## src/rtl/lav_pkg.sv

```systemverilog
`timescale 1ns / 1ps
// ----------------------------------------------------------------------------
// lav_pkg
// Shared types and constants of the look-at view basis unit.
// ----------------------------------------------------------------------------
package lav_pkg;

  localparam int CoordWidthDef = 32;
  localparam int UnitFrac      = 30;

  localparam logic [1:0] RowX = 2'd0;
  localparam logic [1:0] RowY = 2'd1;
  localparam logic [1:0] RowZ = 2'd2;

  typedef logic [2:0][31:0] vec3_t;

  typedef struct packed {
    logic signed [31:0] eye_x;
    logic signed [31:0] eye_y;
    logic signed [31:0] eye_z;
    logic signed [31:0] target_x;
    logic signed [31:0] target_y;
    logic signed [31:0] target_z;
    logic signed [31:0] up_x;
    logic signed [31:0] up_y;
    logic signed [31:0] up_z;
  } in_item_t;

  typedef struct packed {
    logic signed [31:0] axis_x;
    logic signed [31:0] axis_y;
    logic signed [31:0] axis_z;
    logic signed [31:0] offset;
    logic [1:0]         row;
    logic               last;
    logic               degenerate;
  } out_item_t;

endpackage

```

## src/rtl/lav_out_if.sv

```systemverilog
`timescale 1ns / 1ps
// ----------------------------------------------------------------------------
// lav_out_if
// Valid/ready channel carrying one row of the view basis.
// ----------------------------------------------------------------------------
interface lav_out_if;
  import lav_pkg::*;

  logic      valid;
  logic      ready;
  out_item_t data;

  modport source (output valid, output data, input ready);
  modport sink   (input valid, input data, output ready);
endinterface

```

## src/rtl/lav_out.sv

```systemverilog
`timescale 1ns / 1ps
// ----------------------------------------------------------------------------
// lav_out
// Row serializer: holds one finished basis and sends its three rows.
// ----------------------------------------------------------------------------
module lav_out (
  input  logic              clk_i,
  input  logic              rst_ni,
  input  logic              valid_i,
  output logic              ready_o,
  input  lav_pkg::vec3_t    xa_i,
  input  lav_pkg::vec3_t    ya_i,
  input  lav_pkg::vec3_t    za_i,
  input  lav_pkg::vec3_t    off_i,
  input  logic              deg_i,
  lav_out_if.source         row_o
);
  import lav_pkg::*;

  logic       busy_q, busy_d;
  logic [1:0] cnt_q, cnt_d;
  vec3_t      xa_q, ya_q, za_q, off_q;
  logic       deg_q;
  logic       load;

  // Take a new basis when empty or while the last row transfers.
  assign ready_o = !busy_q || (row_o.ready && cnt_q == RowZ);
  assign load    = valid_i && ready_o;

  always_comb begin
    busy_d = busy_q;
    cnt_d  = cnt_q;
    if (load) begin
      busy_d = 1'b1;
      cnt_d  = RowX;
    end else if (busy_q && row_o.ready) begin
      if (cnt_q == RowZ) begin
        busy_d = 1'b0;
      end else begin
        cnt_d = cnt_q + 2'd1;
      end
    end
  end

  always_ff @(posedge clk_i or negedge rst_ni) begin
    if (!rst_ni) begin
      busy_q <= 1'b0;
      cnt_q  <= RowX;
    end else begin
      busy_q <= busy_d;
      cnt_q  <= cnt_d;
    end
  end

  always_ff @(posedge clk_i) begin
    if (load) begin
      xa_q  <= xa_i;
      ya_q  <= ya_i;
      za_q  <= za_i;
      off_q <= off_i;
      deg_q <= deg_i;
    end
  end

  always_comb begin
    row_o.valid           = busy_q;
    row_o.data.row        = cnt_q;
    row_o.data.last       = (cnt_q == RowZ);
    row_o.data.degenerate = deg_q;
    unique case (cnt_q)
      RowX: begin
        row_o.data.axis_x = xa_q[0];
        row_o.data.axis_y = xa_q[1];
        row_o.data.axis_z = xa_q[2];
        row_o.data.offset = off_q[0];
      end
      RowY: begin
        row_o.data.axis_x = ya_q[0];
        row_o.data.axis_y = ya_q[1];
        row_o.data.axis_z = ya_q[2];
        row_o.data.offset = off_q[1];
      end
      default: begin
        row_o.data.axis_x = za_q[0];
        row_o.data.axis_y = za_q[1];
        row_o.data.axis_z = za_q[2];
        row_o.data.offset = off_q[2];
      end
    endcase
  end

endmodule

```

## src/flat_wrapper.sv

```systemverilog
// flat-port wrapper written by rule: the top's interface ports become plain ports
module lav_out_flat import lav_pkg::*;
  (clk_i, rst_ni, valid_i, ready_o, xa_i, ya_i, za_i, off_i, deg_i, row_o_valid, row_o_data, row_o_ready);
  lav_out_if row_o_i ();
  input  logic clk_i;
  input  logic rst_ni;
  input  logic valid_i;
  output logic ready_o;
  input  lav_pkg::vec3_t xa_i;
  input  lav_pkg::vec3_t ya_i;
  input  lav_pkg::vec3_t za_i;
  input  lav_pkg::vec3_t off_i;
  input  logic deg_i;
  output wire logic [$bits(row_o_i.valid)-1:0] row_o_valid;
  output wire logic [$bits(row_o_i.data)-1:0] row_o_data;
  input wire logic [$bits(row_o_i.ready)-1:0] row_o_ready;
  assign row_o_valid = row_o_i.valid;
  assign row_o_data = row_o_i.data;
  assign row_o_i.ready = row_o_ready;
  lav_out u_core (.clk_i(clk_i), .rst_ni(rst_ni), .valid_i(valid_i), .ready_o(ready_o), .xa_i(xa_i), .ya_i(ya_i), .za_i(za_i), .off_i(off_i), .deg_i(deg_i), .row_o(row_o_i));
endmodule
```

## config.mk

```make
export PLATFORM = sky130hd
export DESIGN_NAME = lav_out_flat
export DESIGN_NICKNAME = d
export VERILOG_FILES = /design/src/rtl/lav_pkg.sv /design/src/rtl/lav_out_if.sv /design/src/rtl/lav_out.sv /design/src/flat_wrapper.sv
export SDC_FILE = /design/constraint.sdc
export NUM_CORES = 1
export LEC_CHECK = 0
export BUFFER_PORTS_ARGS = -buffer_cell sky130_fd_sc_hd__buf_2
export CAP_MARGIN = 15
export CORE_ASPECT_RATIO = 1.5
export CORE_MARGIN = 5
export CORE_UTILIZATION = 26
export CTS_CLUSTER_DIAMETER = 50
export CTS_CLUSTER_SIZE = 10
export DETAILED_ROUTE_END_ITERATION = 6
export PLACE_DENSITY_LB_ADDON = 0.1
export RECOVER_POWER = 100
export SYNTH_ARGS = -nofsm -noshare
export SYNTH_HDL_FRONTEND = slang
export SYNTH_SLANG_ARGS = --single-unit
```

## constraint.sdc

```tcl
create_clock -name clk_i -period 16.9 [get_ports clk_i]
set_clock_uncertainty 0.2 [all_clocks]
set_input_delay 2.535 -clock clk_i [delete_from_list [all_inputs] [get_ports clk_i]]
set_output_delay 2.535 -clock clk_i [all_outputs]
set_load 0.02 [all_outputs]
```

# ---- Yosys cells after proc, flatten, opt, wreduce, memory -nomap -nowiden
# Index checks and enable logic that the tools add are counted.
dict set report word_totals {
  regBits 388
  input_bits 389
  output_inout_bits 134
  elab_cells 36
}
dict set report classes {
  n_addsub 1
  n_eq_ne 3
  muxes 7
  reduce_logical 10
}
# op count
set op_table {}
lappend op_table {{$pmux 128 s2} 1}
lappend op_table {{$mux 2} 3}
lappend op_table {{$reduce_and 2->1} 2}
lappend op_table {{$reduce_bool 2->1} 2}
lappend op_table {{$logic_and 1x1->1} 3}
lappend op_table {{$mux 1} 3}
lappend op_table {{$add 2x1->2 const B} 1}
lappend op_table {{$eq 2x1->1 const B} 1}
lappend op_table {{$eq 2x2->1 const B} 1}
lappend op_table {{$logic_not 2->1} 1}
lappend op_table {{$ne 2x1->1 const B} 1}
lappend op_table {{$logic_not 1->1} 1}
lappend op_table {{$logic_or 1x1->1} 1}

# ---- Logic depth before layout (Yosys ltp)
dict set report depth {
  depth_word 6
  mapped_depth 7
  ltp_nobuf 5
}

# ---- Least setup slack after synthesis
# OpenSTA, ideal clock, no wires.
dict set report synth_path {
  kind {input port to flip-flop}
  start {input port row_o_ready}
  end {register u_core.deg_q (enable)}
  arrival_time_ns 11.548
  required_time_ns 15.903
  setup_slack_ns 4.355
  path_stages 3
  path_buffers 0
  path_cell_list {nand2_1 > nand2_1 > and2_1}
}
dict set report synth_between {
  elab_chain_len 3
}
# element line
set synth_lines {}
lappend synth_lines {{start, declared} flat_wrapper.sv:16} ;# input wire logic [$bits(row_o_i.ready)-1:0] row_o_ready;
lappend synth_lines {{$logic_and 1x1->1} lav_out.sv:27} ;# assign ready_o = !busy_q || (row_o.ready && cnt_q == RowZ);
lappend synth_lines {{$logic_or 1x1->1} lav_out.sv:27}
lappend synth_lines {{via ready_o} flat_wrapper.sv:8} ;# output logic ready_o;
lappend synth_lines {{$logic_and 1x1->1} lav_out.sv:28} ;# assign load = valid_i && ready_o;
lappend synth_lines {{end signal, assigned} lav_out.sv:61} ;# deg_q <= deg_i;
lappend synth_lines {{end, declared} lav_out.sv:23} ;# logic deg_q;
# The timed path passes the listed nets, and every way through them passes these cells.
# A chain may end at the register's enable or synchronous reset.

# ---- Worst setup path in the final report
dict set report layout_path {
  start {register u_core.cnt_q[0]}
  end {output port row_o_data[75]}
}
dict set report layout_between {
  elab_chain_len 2
}
# element line
set layout_lines {}
lappend layout_lines {{start, declared} lav_out.sv:21} ;# logic [1:0] cnt_q, cnt_d;
lappend layout_lines {{start signal, assigned} lav_out.sv:48} ;# cnt_q <= RowX;
lappend layout_lines {{start signal, assigned} lav_out.sv:51} ;# cnt_q <= cnt_d;
lappend layout_lines {{$eq 2x1->1 or $logic_not 2->1 (tied branches)} lav_out.sv:70} ;# unique case (cnt_q)
lappend layout_lines {{$pmux 128 s2 *} lav_out.sv:70}
lappend layout_lines {{end, declared} flat_wrapper.sv:15} ;# output wire logic [$bits(row_o_i.data)-1:0] row_o_data;
# Mark *: on every way between the ends. The rest lies on a longest branch, timed or not.

==> metrics.txt <==
clock network fraction of total power 26.1%; Simple-Gate Fraction of Synth Area 10.3%; Hold Crit Class reg2reg; CP peak stage delay 3.10 ns; Mapped Cells 833; register area share after synthesis 79.6%; P_leak 0.00705 uW; WHS Endpoint u_core.cnt_q[1]; combinational family with the most area after synthesis simple AND/OR/NAND/NOR gates; Die Span Y 300 um; Post-CTS Hold Buffers 0; worst hold start u_core.cnt_q[1]; gr usage total 13.8%; Root Buffer clkbuf_16; Synth area leaders edfxtp_1 (79%), nand2_2 (8.6%), a22oi_1 (6.6%); critical path type reg2out; worst r2r src u_core.cnt_q[0]; wire per inst 21.2 um; initial drt markers 348; total CTS buffers 47; RD Place Congestion 0.777; Tcrit/Tclk final 65.9%; DP HPWL 31.7 mm; initial antenna violation count 26; Max transition margin -233%; critical path cell sequence inv_1 > ha_1 > nor2_1 > buf_4 > clkbuf_1 > nand2_1 > nand2_2 > buf_2; average size of a mapped cell 17.5 um2; Yosys cell types 18; part of the power in registers 36.1%; dominant cell type by area after synthesis edfxtp_1; largest net degree at the start of global routing 173; Sw Ratio 39.3%; # IOs 523; DR pass1 iterations 4; number of global-route vias before repair 9,916; clk_lat worst skew 0.56 ns; Synth Area in Adders 0.257%; Fmax 0.0898 GHz; fin. max-slew vios 329; Routed WL 44.6 mm; Cell Rows 106; clk sink count 388; maximum net fanout on the critical path 64; die extent in x 204 um; H-tree depth 2; CP Capture Type primary output; # Post-CTS Setup Buffers 0; multiplexer area fraction after synthesis 0.0685%; post-route cell area 18,900 um2; Final TNS setup 0 ns; number of port buffers 522; Compound-Gate Fraction of Synth Area 6.77%; R2R cell count 7; PnR worst setup slack 5.76 ns; worst endpoint required time 14.16 ns; CORE AREA 55,700 um2; RR Endpoint u_core.off_q[3]; post-route antenna net violation count 0; Buf/Inv on CP 4; CP max stage cell clkbuf_1; Synth Area in XOR/XNOR 0%; status finished, violations left; final hold violation count 0; register bit count reported by yosys 388; unrepaired setup endpoints after global routing false; dpl cell area 17,800 um2; CTS Buffer Depth 3; total power 3470 uW; layout cell share with drive strength beyond 1 44.7%; area grow syn2layout 29.3%; maximum VDD drop 0.0996 mV; grt total ovfl 0; Max Cap Viol 6; Reg clk slew, reported paths 0.05 ns; Final nets 1,762; flop-to-flop setup slack 7.79 ns; final setup fails 0; CTS resizes 0; via count 9,063; failing checks capacitance limit, slew limit; Initial Util 26.2%; pre-CTS WS 10.20 ns; Yosys top cell area share 79.1%; P_int 2110 uW; crit path DAT 8.41 ns; die area 61,100 um2; Psw 1360 uW; DRC 0; Least-Margin Pin Slew 5.00 ns; Crit path max-delay family buffers and inverters; first-pass GRT wire length 63.2 mm; mapped cell area 14,600 um2; post-layout min period 11.14 ns; Yosys warning count 0; vias per cell 4.31; Comb pwr share 37.8%; power per cell area 184 nW/um2; WHS Path Cells 1; Setup crit start kind register; CTS tree done; Synth Net Count 1,225
stage by stage:
step	cells	hold WS (ns)	utilization [%]
after floorplan	833	0.467	-
after global placement	2023	0.337	31.9
after detailed placement	2023	0.351	31.9
after CTS	2090	0.367	34.3
after global routing	2096	0.393	33.9
final	2101	0.369	33.9
sequential cells by signal, indices dropped and copies added (netlist names):
| signal | flops |
|---|---|
| u_core.off_q | 96 |
| u_core.deg_q | 1 |
| u_core.za_q | 96 |
| u_core.cnt_q | 2 |
| u_core.ya_q | 96 |
| u_core.row_o.valid | 1 |
| u_core.xa_q | 96 |
cell usage after synthesis:
| master | instances |
|---|---|
| nand2_1 | 58 |
| and2_1 | 1 |
| ha_1 | 3 |
| nand2_2 | 200 |
| o22ai_1 | 1 |
| a22oi_1 | 128 |
| edfxtp_1 | 385 |
| a21oi_1 | 1 |
| dfrtp_1 | 3 |
| nand2b_1 | 2 |
| mux2i_1 | 1 |
| inv_1 | 4 |
| buf_12 | 11 |
| buf_4 | 7 |
| nor2_4 | 1 |
| buf_2 | 21 |
| a22o_1 | 2 |
| buf_6 | 4 |
cell type report:
class / count / area [um2]
Antenna cell: 11 / 27.5
Multi-Input combinational cell: 398 / 2510
Timing Repair Buffer: 531 / 2490
Tap cell: 702 / 878
Inverter: 4 / 15.0
Fill cell: 5654 / 36800
Sequential cell: 388 / 11600
Clock buffer: 60 / 1250
Clock inverter: 7 / 86.3
kinds of logic (layout without fill, tap and decap cells):
group           after synthesis  in the layout
buf+inv                      47            602
compound gates              132            132
flops                       388            388
mux                           1              1
simple gates                262            262
other cells                   0             11
fa+ha+maj                     3              3
power groups by stage:
stage,sequential (uW),clock (uW),combinational (uW)
floorplan,1320,0,973
global placement,1260,0,1400
detailed placement,1270,0,1400
CTS,1250,945,1400
global route,1260,984,1440
finish,1250,904,1310
worst reg2reg max path, cell delays in order (launching register included):
cell and delay [ns]:
dfrtp_1 0.43, inv_1 0.15, ha_1 0.24, nand2_1 0.07, nand2_1 0.10, and2_0 3.56, clkbuf_1 2.77, buf_4 1.13
how the worst max path moves through the flow:
stage                                from  cells past startpoint             end  slack, ns
final                     u_core.cnt_q[0]                      8  row_o_data[75]       5.76
after global routing      u_core.cnt_q[0]                      8  row_o_data[75]       4.75
after CTS                 u_core.cnt_q[0]                      8  row_o_data[75]       9.57
after detailed placement  u_core.cnt_q[0]                      8  row_o_data[75]      10.20
after global placement    u_core.cnt_q[0]                      8  row_o_data[75]      10.29
after floorplan               row_o_ready                      3    u_core.deg_q       4.36
cell usage in the layout, fill, tap and decap left out:
cell type,instances
a21oi_1,1
a22o_1,2
a22oi_1,128
and2_0,1
buf_12,1
buf_2,373
buf_4,4
bufinv_16,1
clkbuf_1,165
clkbuf_16,48
clkinv_2,1
clkinv_8,1
dfrtp_1,3
diode_2,11
edfxtp_1,385
ha_1,2
ha_4,1
inv_1,4
inv_6,4
mux2i_1,1
nand2_1,71
nand2_2,187
nand2b_1,2
nor2_1,1
o22ai_1,1
layer usage:
layer  global-route usage (%)  part of all wire (%)
met4                     4.84                   2.5
met2                     24.7                    52
met5                        0                  0.40
met3                     6.67                    10
met1                     14.1                    35
Power figures use the tool's default switching activity.
